**config.mk**
```make
export PLATFORM = sky130hd
export DESIGN_NAME = lcd_progress_bar_cells
export DESIGN_NICKNAME = d
export VERILOG_FILES = /design/src/hw/rtl/lpb_pkg.sv /design/src/hw/rtl/lcd_progress_bar_cells.sv /design/src/hw/rtl/lpb_front.sv /design/src/hw/rtl/lpb_queue.sv /design/src/hw/rtl/lpb_back.sv
export SDC_FILE = /design/constraint.sdc
export NUM_CORES = 1
export LEC_CHECK = 0
export ABC_AREA = 1
export BUFFER_PORTS_ARGS = -buffer_cell sky130_fd_sc_hd__buf_4
export CAP_MARGIN = 20
export CORE_MARGIN = 3
export CORE_UTILIZATION = 55
export DETAILED_ROUTE_END_ITERATION = 16
export PLACE_DENSITY = 0.72
export SYNTH_ARGS = -nofsm -noshare
export SYNTH_HDL_FRONTEND = slang
export SYNTH_SLANG_ARGS = --single-unit
```
**constraint.sdc**
```tcl
create_clock -name clk -period 13.9 [get_ports clk]
set_input_delay 1.39 -clock clk [delete_from_list [all_inputs] [get_ports clk]]
set_output_delay 1.39 -clock clk [all_outputs]
set_load 0.05 [all_outputs]
```
**src/hw/rtl/lpb_pkg.sv**
```systemverilog
// ---------------------------------------------------------------------------
// lpb_pkg
// Types and constants shared by the character LCD progress bar blocks.
// ---------------------------------------------------------------------------
package lpb_pkg;

    localparam int PROGRESS_W      = 16;
    localparam int LEN_W           = 5;
    localparam int GLYPH_W         = 3;
    localparam int POS_W           = 4;
    localparam int MAX_CELLS       = 16;
    localparam int PIXELS_PER_CELL = 5;
    localparam int PIXEL_W         = 7;
    localparam int NUM_W           = 23;
    localparam int STEP_W          = 5;
    localparam int QUEUE_DEPTH     = 2;

    localparam logic [GLYPH_W-1:0] GLYPH_EMPTY = 3'd0;
    localparam logic [GLYPH_W-1:0] GLYPH_FULL  = 3'd5;

    typedef struct packed {
        logic [PROGRESS_W-1:0] progress;
        logic [PROGRESS_W-1:0] full_scale;
        logic [LEN_W-1:0]      bar_length;
    } lpb_req_t;

    typedef struct packed {
        logic [GLYPH_W-1:0] glyph_code;
        logic [POS_W-1:0]   cell_position;
        logic               last_cell;
    } lpb_glyph_t;

    typedef struct packed {
        logic [PIXEL_W-1:0] pixels;
        logic [LEN_W-1:0]   length;
    } lpb_job_t;

    typedef enum logic [1:0] {
        FS_IDLE,
        FS_MUL,
        FS_DIV,
        FS_PUSH
    } lpb_front_state_t;

endpackage

```
**src/hw/rtl/lcd_progress_bar_cells.sv**
```systemverilog
// A zero maximum skips the divider; otherwise the front runs the 23-step serial divider.
// The front takes a new request only after it has pushed the last one into the queue;
// the emitter then gives one glyph per cycle while glyph_ready holds, one glyph per cell.
// Requests with a zero length are dropped and give no glyphs.
// Reset (rst_n, asynchronous, active low) empties the job queue and output register.
// ---------------------------------------------------------------------------
// lcd_progress_bar_cells
// Character LCD progress bar: glyph code for each cell of a bar.
// ---------------------------------------------------------------------------
module lcd_progress_bar_cells
#(
    parameter int QUEUE_DEPTH = lpb_pkg::QUEUE_DEPTH
)
(
    input  logic                  clk,
    input  logic                  rst_n,
    input  logic                  req_valid,
    output logic                  req_ready,
    input  lpb_pkg::lpb_req_t     req,
    output logic                  glyph_valid,
    input  logic                  glyph_ready,
    output lpb_pkg::lpb_glyph_t   glyph
);

    logic                 push_valid, push_ready;
    lpb_pkg::lpb_job_t    push_job;
    logic                 pop_valid, pop_ready;
    lpb_pkg::lpb_job_t    pop_job;

    lpb_front u_front
    (
        .clk        (clk),
        .rst_n      (rst_n),
        .req_valid  (req_valid),
        .req_ready  (req_ready),
        .req        (req),
        .push_valid (push_valid),
        .push_ready (push_ready),
        .push_job   (push_job)
    );

    lpb_queue
    #(
        .DEPTH (QUEUE_DEPTH)
    )
    u_queue
    (
        .clk        (clk),
        .rst_n      (rst_n),
        .push_valid (push_valid),
        .push_ready (push_ready),
        .push_job   (push_job),
        .pop_valid  (pop_valid),
        .pop_ready  (pop_ready),
        .pop_job    (pop_job)
    );

    lpb_back u_back
    (
        .clk         (clk),
        .rst_n       (rst_n),
        .job_valid   (pop_valid),
        .job_ready   (pop_ready),
        .job         (pop_job),
        .glyph_valid (glyph_valid),
        .glyph_ready (glyph_ready),
        .glyph       (glyph)
    );

endmodule

```
**src/hw/rtl/lpb_front.sv**
```systemverilog
// ---------------------------------------------------------------------------
// lpb_front
// Accept a request, saturate the length and compute the filled pixel count
// with a multiply and a bit-serial restoring divider, or a full bar when the maximum is zero.
// ---------------------------------------------------------------------------
module lpb_front
(
    input  logic                  clk,
    input  logic                  rst_n,
    input  logic                  req_valid,
    output logic                  req_ready,
    input  lpb_pkg::lpb_req_t     req,
    output logic                  push_valid,
    input  logic                  push_ready,
    output lpb_pkg::lpb_job_t     push_job
);

    lpb_pkg::lpb_front_state_t           state_reg, state_next;
    logic [lpb_pkg::PROGRESS_W-1:0]      prog_reg, prog_next;
    logic [lpb_pkg::PROGRESS_W-1:0]      maxp_reg, maxp_next;
    logic [lpb_pkg::LEN_W-1:0]           len_reg, len_next;
    logic [lpb_pkg::NUM_W-1:0]           num_reg, num_next;
    logic [lpb_pkg::PROGRESS_W-1:0]      rem_reg, rem_next;
    logic [lpb_pkg::STEP_W-1:0]          step_reg, step_next;

    logic [lpb_pkg::LEN_W-1:0]           len_sat;
    logic [lpb_pkg::PIXEL_W-1:0]         total;
    logic [lpb_pkg::PROGRESS_W:0]        trial;
    logic [lpb_pkg::PROGRESS_W:0]        diff;
    logic                                ge;
    logic [lpb_pkg::PIXEL_W-1:0]         pixels;

    always_comb
    begin
        len_sat = (req.bar_length > lpb_pkg::LEN_W'(lpb_pkg::MAX_CELLS)) ?
                  lpb_pkg::LEN_W'(lpb_pkg::MAX_CELLS) : req.bar_length;
        total   = lpb_pkg::PIXEL_W'(len_reg) * lpb_pkg::PIXEL_W'(lpb_pkg::PIXELS_PER_CELL);
        trial   = {rem_reg, num_reg[lpb_pkg::NUM_W-1]};
        ge      = (trial >= {1'b0, maxp_reg});
        diff    = trial - {1'b0, maxp_reg};
        pixels  = (num_reg > lpb_pkg::NUM_W'(total)) ? total : num_reg[lpb_pkg::PIXEL_W-1:0];
    end

    always_ff @(posedge clk or negedge rst_n)
    begin
        if (!rst_n)
        begin
            state_reg <= lpb_pkg::FS_IDLE;
        end
        else
        begin
            state_reg <= state_next;
        end
    end

    always_ff @(posedge clk)
    begin
        prog_reg <= prog_next;
        maxp_reg <= maxp_next;
        len_reg  <= len_next;
        num_reg  <= num_next;
        rem_reg  <= rem_next;
        step_reg <= step_next;
    end

    always_comb
    begin
        state_next = state_reg;
        prog_next  = prog_reg;
        maxp_next  = maxp_reg;
        len_next   = len_reg;
        num_next   = num_reg;
        rem_next   = rem_reg;
        step_next  = step_reg;
        req_ready  = 1'b0;
        push_valid = 1'b0;
        push_job   = '{pixels: pixels, length: len_reg};

        unique case (state_reg)
            lpb_pkg::FS_IDLE:
            begin
                req_ready = 1'b1;
                if (req_valid)
                begin
                    prog_next = req.progress;
                    maxp_next = req.full_scale;
                    len_next  = len_sat;
                    if (len_sat != '0)
                    begin
                        state_next = lpb_pkg::FS_MUL;
                    end
                end
            end
            lpb_pkg::FS_MUL:
            begin
                rem_next  = '0;
                step_next = '0;
                if (maxp_reg == '0)
                begin
                    num_next   = lpb_pkg::NUM_W'(total);
                    state_next = lpb_pkg::FS_PUSH;
                end
                else
                begin
                    num_next   = lpb_pkg::NUM_W'(prog_reg) * lpb_pkg::NUM_W'(total);
                    state_next = lpb_pkg::FS_DIV;
                end
            end
            lpb_pkg::FS_DIV:
            begin
                rem_next  = ge ? diff[lpb_pkg::PROGRESS_W-1:0] : trial[lpb_pkg::PROGRESS_W-1:0];
                num_next  = {num_reg[lpb_pkg::NUM_W-2:0], ge};
                step_next = step_reg + 1'b1;
                if (step_reg == lpb_pkg::STEP_W'(lpb_pkg::NUM_W - 1))
                begin
                    state_next = lpb_pkg::FS_PUSH;
                end
            end
            lpb_pkg::FS_PUSH:
            begin
                push_valid = 1'b1;
                if (push_ready)
                begin
                    state_next = lpb_pkg::FS_IDLE;
                end
            end
            default:
            begin
                state_next = lpb_pkg::FS_IDLE;
            end
        endcase
    end

endmodule

```
**src/hw/rtl/lpb_queue.sv**
```systemverilog
// ---------------------------------------------------------------------------
// lpb_queue
// Short job queue between the divider front and the cell emitter.
// ---------------------------------------------------------------------------
module lpb_queue
#(
    parameter int DEPTH = lpb_pkg::QUEUE_DEPTH
)
(
    input  logic                  clk,
    input  logic                  rst_n,
    input  logic                  push_valid,
    output logic                  push_ready,
    input  lpb_pkg::lpb_job_t     push_job,
    output logic                  pop_valid,
    input  logic                  pop_ready,
    output lpb_pkg::lpb_job_t     pop_job
);

    localparam int PTR_W = (DEPTH > 1) ? $clog2(DEPTH) : 1;
    localparam int CNT_W = $clog2(DEPTH + 1);

    lpb_pkg::lpb_job_t   mem_reg [DEPTH];
    logic [PTR_W-1:0]    wr_ptr_reg, wr_ptr_next;
    logic [PTR_W-1:0]    rd_ptr_reg, rd_ptr_next;
    logic [CNT_W-1:0]    count_reg, count_next;
    logic                do_push, do_pop;

    always_comb
    begin
        push_ready  = (count_reg != CNT_W'(DEPTH));
        pop_valid   = (count_reg != '0);
        pop_job     = mem_reg[rd_ptr_reg];
        do_push     = push_valid && push_ready;
        do_pop      = pop_valid && pop_ready;
        wr_ptr_next = wr_ptr_reg;
        rd_ptr_next = rd_ptr_reg;
        count_next  = count_reg;
        if (do_push)
        begin
            wr_ptr_next = (wr_ptr_reg == PTR_W'(DEPTH - 1)) ? '0 : wr_ptr_reg + 1'b1;
        end
        if (do_pop)
        begin
            rd_ptr_next = (rd_ptr_reg == PTR_W'(DEPTH - 1)) ? '0 : rd_ptr_reg + 1'b1;
        end
        if (do_push && !do_pop)
        begin
            count_next = count_reg + 1'b1;
        end
        else if (do_pop && !do_push)
        begin
            count_next = count_reg - 1'b1;
        end
    end

    always_ff @(posedge clk or negedge rst_n)
    begin
        if (!rst_n)
        begin
            wr_ptr_reg <= '0;
            rd_ptr_reg <= '0;
            count_reg  <= '0;
        end
        else
        begin
            wr_ptr_reg <= wr_ptr_next;
            rd_ptr_reg <= rd_ptr_next;
            count_reg  <= count_next;
        end
    end

    always_ff @(posedge clk)
    begin
        if (do_push)
        begin
            mem_reg[wr_ptr_reg] <= push_job;
        end
    end

endmodule

```
**src/hw/rtl/lpb_back.sv**
```systemverilog
// ---------------------------------------------------------------------------
// lpb_back
// Emit one glyph code per cell from a pixel count, into an output register.
// ---------------------------------------------------------------------------
module lpb_back
(
    input  logic                  clk,
    input  logic                  rst_n,
    input  logic                  job_valid,
    output logic                  job_ready,
    input  lpb_pkg::lpb_job_t     job,
    output logic                  glyph_valid,
    input  logic                  glyph_ready,
    output lpb_pkg::lpb_glyph_t   glyph
);

    logic                              busy_reg, busy_next;
    logic                              out_valid_reg, out_valid_next;
    lpb_pkg::lpb_glyph_t               out_reg, out_next;
    logic [lpb_pkg::PIXEL_W-1:0]       rem_reg, rem_next;
    logic [lpb_pkg::POS_W-1:0]         pos_reg, pos_next;
    logic [lpb_pkg::POS_W-1:0]         last_reg, last_next;
    logic [lpb_pkg::LEN_W-1:0]         len_m1;
    logic                              step;
    logic                              full_cell;

    always_comb
    begin
        len_m1         = job.length - 1'b1;
        step           = busy_reg && (!out_valid_reg || glyph_ready);
        full_cell      = (rem_reg >= lpb_pkg::PIXEL_W'(lpb_pkg::PIXELS_PER_CELL));
        job_ready      = !busy_reg;
        busy_next      = busy_reg;
        out_valid_next = out_valid_reg;
        out_next       = out_reg;
        rem_next       = rem_reg;
        pos_next       = pos_reg;
        last_next      = last_reg;

        if (!busy_reg)
        begin
            if (job_valid)
            begin
                busy_next = 1'b1;
                rem_next  = job.pixels;
                pos_next  = '0;
                last_next = len_m1[lpb_pkg::POS_W-1:0];
            end
        end
        if (step)
        begin
            out_valid_next         = 1'b1;
            out_next.cell_position = pos_reg;
            out_next.last_cell     = (pos_reg == last_reg);
            if (full_cell)
            begin
                out_next.glyph_code = lpb_pkg::GLYPH_FULL;
                rem_next = rem_reg - lpb_pkg::PIXEL_W'(lpb_pkg::PIXELS_PER_CELL);
            end
            else if (rem_reg == '0)
            begin
                out_next.glyph_code = lpb_pkg::GLYPH_EMPTY;
            end
            else
            begin
                out_next.glyph_code = rem_reg[lpb_pkg::GLYPH_W-1:0];
                rem_next = '0;
            end
            pos_next = pos_reg + 1'b1;
            if (pos_reg == last_reg)
            begin
                busy_next = 1'b0;
            end
        end
        else if (out_valid_reg && glyph_ready)
        begin
            out_valid_next = 1'b0;
        end
    end

    always_ff @(posedge clk or negedge rst_n)
    begin
        if (!rst_n)
        begin
            busy_reg      <= 1'b0;
            out_valid_reg <= 1'b0;
        end
        else
        begin
            busy_reg      <= busy_next;
            out_valid_reg <= out_valid_next;
        end
    end

    always_ff @(posedge clk)
    begin
        out_reg  <= out_next;
        rem_reg  <= rem_next;
        pos_reg  <= pos_next;
        last_reg <= last_next;
    end

    assign glyph_valid = out_valid_reg;
    assign glyph       = out_reg;

endmodule

```
==> reports/results.txt, run 1 <==
Pins Over Slew Limit = 0
Clock Skews = 10.9 ps
RSZ-0062 raised after global routing = false
initial core utilization = 0.570
gpl congestion = 0.950
share of cells above drive strength 1 = 0.0772
pin count of the biggest net entering global routing = 39
global-route usage over all layers = 0.234
# clock sinks = 134
Startpoint Class = flip-flop
sequential area share after synthesis = 0.346
Critical Path End = u_front.num_reg[20]$_DFFE_PP_
die area = 22300 um2
R2R Path End = u_front.num_reg[20]$_DFFE_PP_
worst reg-to-reg setup slack = 7160 ps
Critical Path RT = 14080 ps
H-tree depth = 4
synth-to-layout area growth = 10.3%
syn_nets = 1625
footprint of the multi-input gates = 6030 um2
hold_buf cts = 0
ant diodes = 0
core box area = 19800 um2
first-pass GRT wire length = 41900 um
Reg area = 3910 um2
CP Capture Type = flip-flop
Setup-failing EPs final = 0
GRT overflow = 0
WL/cell = 14.1 um
die height = 149 um
drt first pass iters = 5
Final nets = 1670
WS Path Type = reg2reg
Synth Warn # = 0
relative slew slack = 0.359
Rows = 51
Post-CTS Resized = 0
DRT antenna net count = 0
Final Cycle Share = 0.485
Root Driver = clkbuf_16
crit path DAT = 6920 ps
TritonCTS clock tree = yes
Seq cells post-synth = 134
hpwl dp = 18900 um
mapped cell area = 11300 um2
Via density = 5.13
CP Max Fanout = 21
number of library cell types mapped by synthesis = 41
CTS max path bufs = 2
clock latency on the worst-skew pair = 430 ps
final hold vios = 0
Tmin final = 6740 ps
worst hold path type = reg2reg
Post-CTS Setup Bufs = 0
First DRT Iteration DRCs = 530
Hold Path Origin = u_queue.count_reg[0]$_DFFE_PN0P_
Top Ports = 51
CTS buffer count = 17
Syn Area/Cell = 7.90 um2
Largest register FFs = 23
initial antenna violation count = 0
Worst Reg-to-Reg Cells = 24
final setup TNS = 0 ps
CTS clk-pin slew, worst paths = 70 ps
routed wire length = 24800 um
vias in the first global route = 8970
cell count after synthesis = 1432
Max Cap Viol = 0
I/O Buffers = 50
via count = 9009
DIE WIDTH = 149 um
DRC Markers = 0
Critical path origin = u_front.len_reg[1]$_DFFE_PP_
Max Fclk = 0.148 GHz
actual slew at the worst max-slew pin = 958 ps
R2R Path Start = u_front.len_reg[1]$_DFFE_PP_
# fillers = 1731
status = finished, final reports clean
metrics by stage:
stage / setup slack, ps / instances / util / cell area (um2) / hold slack (ps)
2_1_floorplan: 8200 / 1432 / - / 11300 / 446
3_3_place_gp: 7130 / 1722 / 0.599 / 11900 / 462
3_5_place_dp: 7210 / 1723 / 0.600 / 11900 / 481
4_1_cts: 7190 / 1755 / 0.629 / 12500 / 494
5_1_grt: 6720 / 1755 / 0.629 / 12500 / 544
6_report: 7160 / 1755 / 0.629 / 12500 / 492
cells by family (layout without fill, tap and decap cells):
family | after synthesis | in the layout | synth area share
simple gates | 669 | 669 | 0.249
buf+inv | 352 | 410 | 0.121
fa+ha+maj | 152 | 152 | 0.215
flops | 134 | 134 | 0.346
compound gates | 99 | 99 | 0.0479
xor+xnor | 23 | 23 | 0.0178
mux | 3 | 3 | 0.00265
cell usage in the layout (no fill, tap or decap), types with 4 or more instances in the layout:
cell type  instances
xnor2_1            7
nand3b_1           7
nand3_1           56
nand4_1           19
nor2_2             4
dfxtp_1            7
dfrtp_1            8
a21oi_1           45
nand3_2           12
o21bai_1           5
fa_1              71
o22ai_1            5
xor2_1            16
edfxtp_1         119
o21ai_0           34
nand2_1          415
ha_1              80
and2_1             4
clkbuf_16         17
nor2_1           129
inv_6              4
nand2_2            4
inv_8              4
nor3_1             7
buf_4             51
inv_1            321
cell usage after synthesis, drive strengths merged:
cell type | instances | area [um2]
clkinv | 2 | 7.51
a22oi | 1 | 7.51
fa | 71 | 1420
nor3b | 1 | 7.51
o211ai | 3 | 22.5
clkbuf | 16 | 60.1
dfrtp | 8 | 200
a32oi | 1 | 8.76
a22o | 1 | 8.76
and3 | 2 | 12.5
nor3 | 7 | 35.0
inv | 324 | 1220
nor4 | 2 | 12.5
o21bai | 5 | 37.5
o22ai | 5 | 31.3
dfxtp | 7 | 140
buf | 10 | 87.6
nor2 | 136 | 543
edfxtp | 119 | 3570
xnor2 | 7 | 61.3
or2 | 2 | 12.5
o21ai | 34 | 170
o21a | 1 | 7.51
nand4 | 19 | 119
and2 | 5 | 33.8
a21oi | 45 | 225
nand2 | 420 | 1590
mux2i | 3 | 30.0
nand3 | 68 | 400
a21boi | 3 | 22.5
xor2 | 16 | 140
ha | 81 | 1010
nand3b | 7 | 52.6
per-layer routing:
| metal | vias up | global-route usage | wire length (um) |
|---|---|---|---|
| li1 | 4518 | - | - |
| met1 | 4185 | 0.293 | 10700 |
| met2 | 248 | 0.411 | 12300 |
| met3 | 58 | 0.0348 | 1070 |
| met4 | 0 | 0.0870 | 792 |
| met5 | - | 0 | 0 |
worst min path at each step:
stage	endpoint	slack, ps	depth (start not counted)
after detailed placement	u_queue.count_reg[0]$_DFFE_PN0P_	480	1
after CTS	u_queue.count_reg[0]$_DFFE_PN0P_	490	1
after global routing	u_queue.count_reg[0]$_DFFE_PN0P_	540	1
after floorplan	u_queue.count_reg[0]$_DFFE_PN0P_	450	1
final	u_queue.count_reg[0]$_DFFE_PN0P_	490	1
after global placement	u_queue.count_reg[0]$_DFFE_PN0P_	460	1
area by class of cell:
| class | count | area share |
|---|---|---|
| repair buffers | 52 | 0.0323 |
| clock inverters | 14 | 0.0106 |
| flip-flops and latches | 134 | 0.314 |
| inverters | 326 | 0.0981 |
| clock buffers | 18 | 0.0352 |
| multi-input cells | 946 | 0.484 |
| well taps | 265 | 0.0266 |
critical path, cell delays in order (launching register included):
cell and delay, ps:
edfxtp_1 800, ha_1 350, ha_1 220, fa_1 370
or2_2 280, nand2_1 580, nor2_1 150, fa_1 540
inv_1 60, fa_1 540, inv_1 60, fa_1 530
inv_1 60, fa_1 520, inv_1 40, ha_1 370
nand2_1 170, nor2_1 260, inv_1 70, nor2_1 100
nand3_1 110, nand3_1 110, nand2_1 50, nand3_1 80
nand2_1 60
Power of run 1 is left out: the tool's default activity adds up to more than one toggle a clock period on the data nets, which glitch-free logic cannot reach.
==> inputs of run 2 (changes only) <==
clock period = 7.05 ns   (was 13.9 ns; I/O delays follow)
==> run 2 against run 1 <==
Net effect:
- sequential share of layout area decreased by 0.094 points
- worst hold slack got worse by 410 ps
- critical path depth increased by 1
- core utilization increased by 0.19 points
- non-clock buffer count increased by 4
- largest cell class unchanged
==> reports/results.txt, run 2 (synthesis results as in run 1) <==
CP Capture Type = flip-flop
crit path DAT = 6490 ps (-430 ps)
Final Cycle Share = 0.894 (+0.409)
vias in the first global route = 9191 (+2.5%)
Post-CTS Setup Bufs = 0 (unchanged)
WL/cell = 14.3 um (+1.5%)
CTS max path bufs = 2 (unchanged)
drt first pass iters = 5 (unchanged)
initial core utilization = 0.570 (unchanged)
Core Util, Final = 0.631 (+0.00189)
I/O Buffers = 50 (unchanged)
core box area = 19800 um2 (unchanged)
Setup-failing EPs final = 0 (unchanged)
gpl congestion = 0.875 (-7.9%)
Largest register FFs = 23 (unchanged)
TritonCTS clock tree = yes
final setup TNS = 0 ps (unchanged)
CTS buffer count = 17 (unchanged)
H-tree depth = 4 (unchanged)
Post-CTS Resized = 0 (unchanged)
Clock Skews = 9.31 ps (-1.57 ps)
Max Cap Viol = 0 (unchanged)
# clock sinks = 134 (unchanged)
hpwl dp = 19100 um (+1.2%)
worst hold path type = in2async
R2R Path End = u_front.num_reg[20]$_DFFE_PP_
R2R Path Start = u_front.len_reg[3]$_DFFE_PP_
global-route usage over all layers = 0.239 (+0.00555)
CP Max Fanout = 9 (-57%)
die height = 149 um (unchanged)
share of cells above drive strength 1 = 0.0790 (+0.00180)
Root Driver = clkbuf_16
Critical Path RT = 7230 ps (-6850 ps)
Pins Over Slew Limit = 0 (unchanged)
final hold vios = 0 (unchanged)
DRC Markers = 0 (unchanged)
First DRT Iteration DRCs = 544 (+2.6%)
pin count of the biggest net entering global routing = 46 (+18%)
DRT antenna net count = 0 (unchanged)
GRT overflow = 0 (unchanged)
Max Fclk = 0.159 GHz (+7.0%)
Worst Reg-to-Reg Cells = 25 (+4.2%)
pre-CTS setup slack = 798 ps (-6410 ps)
Rows = 51 (unchanged)
Tmin final = 6300 ps (-439 ps)
initial antenna violation count = 0 (unchanged)
Startpoint Class = flip-flop
commonest cells after routing, fill and taps aside = 415 x nand2_1, 321 x inv_1, 129 x nor2_1, 119 x edfxtp_1, 80 x ha_1
Top Ports = 51 (unchanged)
via count = 9018 (+0.10%)
synth-to-layout area growth = 10.6%
DIE WIDTH = 149 um (unchanged)
status = finished, final reports clean
Final nets = 1674 (+0.24%)
actual slew at the worst max-slew pin = 942 ps (-16.2 ps)
die area = 22300 um2 (unchanged)
hold_buf cts = 0 (unchanged)
worst reg-to-reg setup slack = 750 ps (-6410 ps)
most common cell after layout, fill and taps aside = nand2_1
relative slew slack = 0.371 (+0.0122)
Via density = 5.13 (-0.13%)
ant diodes = 0 (unchanged)
routed wire length = 25200 um (+1.8%)
clock latency on the worst-skew pair = 430 ps (about the same)
CTS clk-pin slew, worst paths = 60 ps (about the same)
RSZ-0062 raised after global routing = false
first-pass GRT wire length = 42700 um (+2.0%)
WS Path Type = reg2reg
final worst setup slack = 748 ps (-6410 ps)
[run 2: changes by cell type in the layout (fill, tap and decap cells not counted), sizes merged]
cell      change
buf           +4
clkinv        +2
clkbuf        +3
inv           -6
clkinvlp      +1
[run 2: through the flow]
step / area [um2] / std cells / hold slack, ps
floorplan: 11300 / 1432 / 409
global placement: 11900 / 1726 / 463
detailed placement: 11900 / 1726 / 474
CTS: 12500 / 1758 / 73.4
global route: 12500 / 1759 / 74.6
finish: 12500 / 1759 / 81.7
[run 2: cell type report]
| type | count | area (um2) |
|---|---|---|
| Fill cell | 1766 | 7330 |
| Inverter | 326 | 1220 |
| Clock buffer | 21 | 493 |
| Timing Repair Buffer | 56 | 433 |
| Tap cell | 265 | 332 |
| Sequential cell | 134 | 3910 |
| Clock inverter | 11 | 86.3 |
| Multi-Input combinational cell | 946 | 6030 |
[run 2: critical path, cell delays in order, from the launching register on]
cell and delay, ps:
edfxtp_1 440, ha_1 310, ha_1 230, fa_1 390, or2_2 290, nand2_1 330, buf_4 260, nor2_1 80
fa_1 500, inv_1 50, fa_1 520, inv_1 50, fa_1 540, inv_1 60, fa_1 530, inv_1 40
ha_1 420, nand2_1 160, nor2_1 190, inv_1 80, nor2_1 130, nand3_1 150, nand3_1 120, nand2_1 50
nand3_1 80, nand2_1 50
[run 2: worst max-delay path by stage]
stage                                       from                             to  slack, ps  depth (start not counted)
floorplan           u_front.len_reg[1]$_DFFE_PP_  u_front.num_reg[18]$_DFFE_PP_       1350                         24
global placement    u_front.len_reg[3]$_DFFE_PP_  u_front.num_reg[19]$_DFFE_PP_        830                         25
detailed placement  u_front.len_reg[3]$_DFFE_PP_  u_front.num_reg[19]$_DFFE_PP_        800                         25
CTS                 u_front.len_reg[2]$_DFFE_PP_  u_front.num_reg[19]$_DFFE_PP_        760                         25
global route        u_front.len_reg[3]$_DFFE_PP_  u_front.num_reg[20]$_DFFE_PP_        420                         25
finish              u_front.len_reg[3]$_DFFE_PP_  u_front.num_reg[20]$_DFFE_PP_        750                         25
[run 2: metal layers]
| layer | GRT usage | share of wire | routed length [um] |
|---|---|---|---|
| met2 | 0.428 | 0.51 | 12900 |
| met5 | 0 | 0 | 0 |
| met4 | 0.0920 | 0.027 | 685 |
| met3 | 0.0409 | 0.043 | 1080 |
| met1 | 0.288 | 0.42 | 10600 |
Power of run 2 is left out for the same reason.
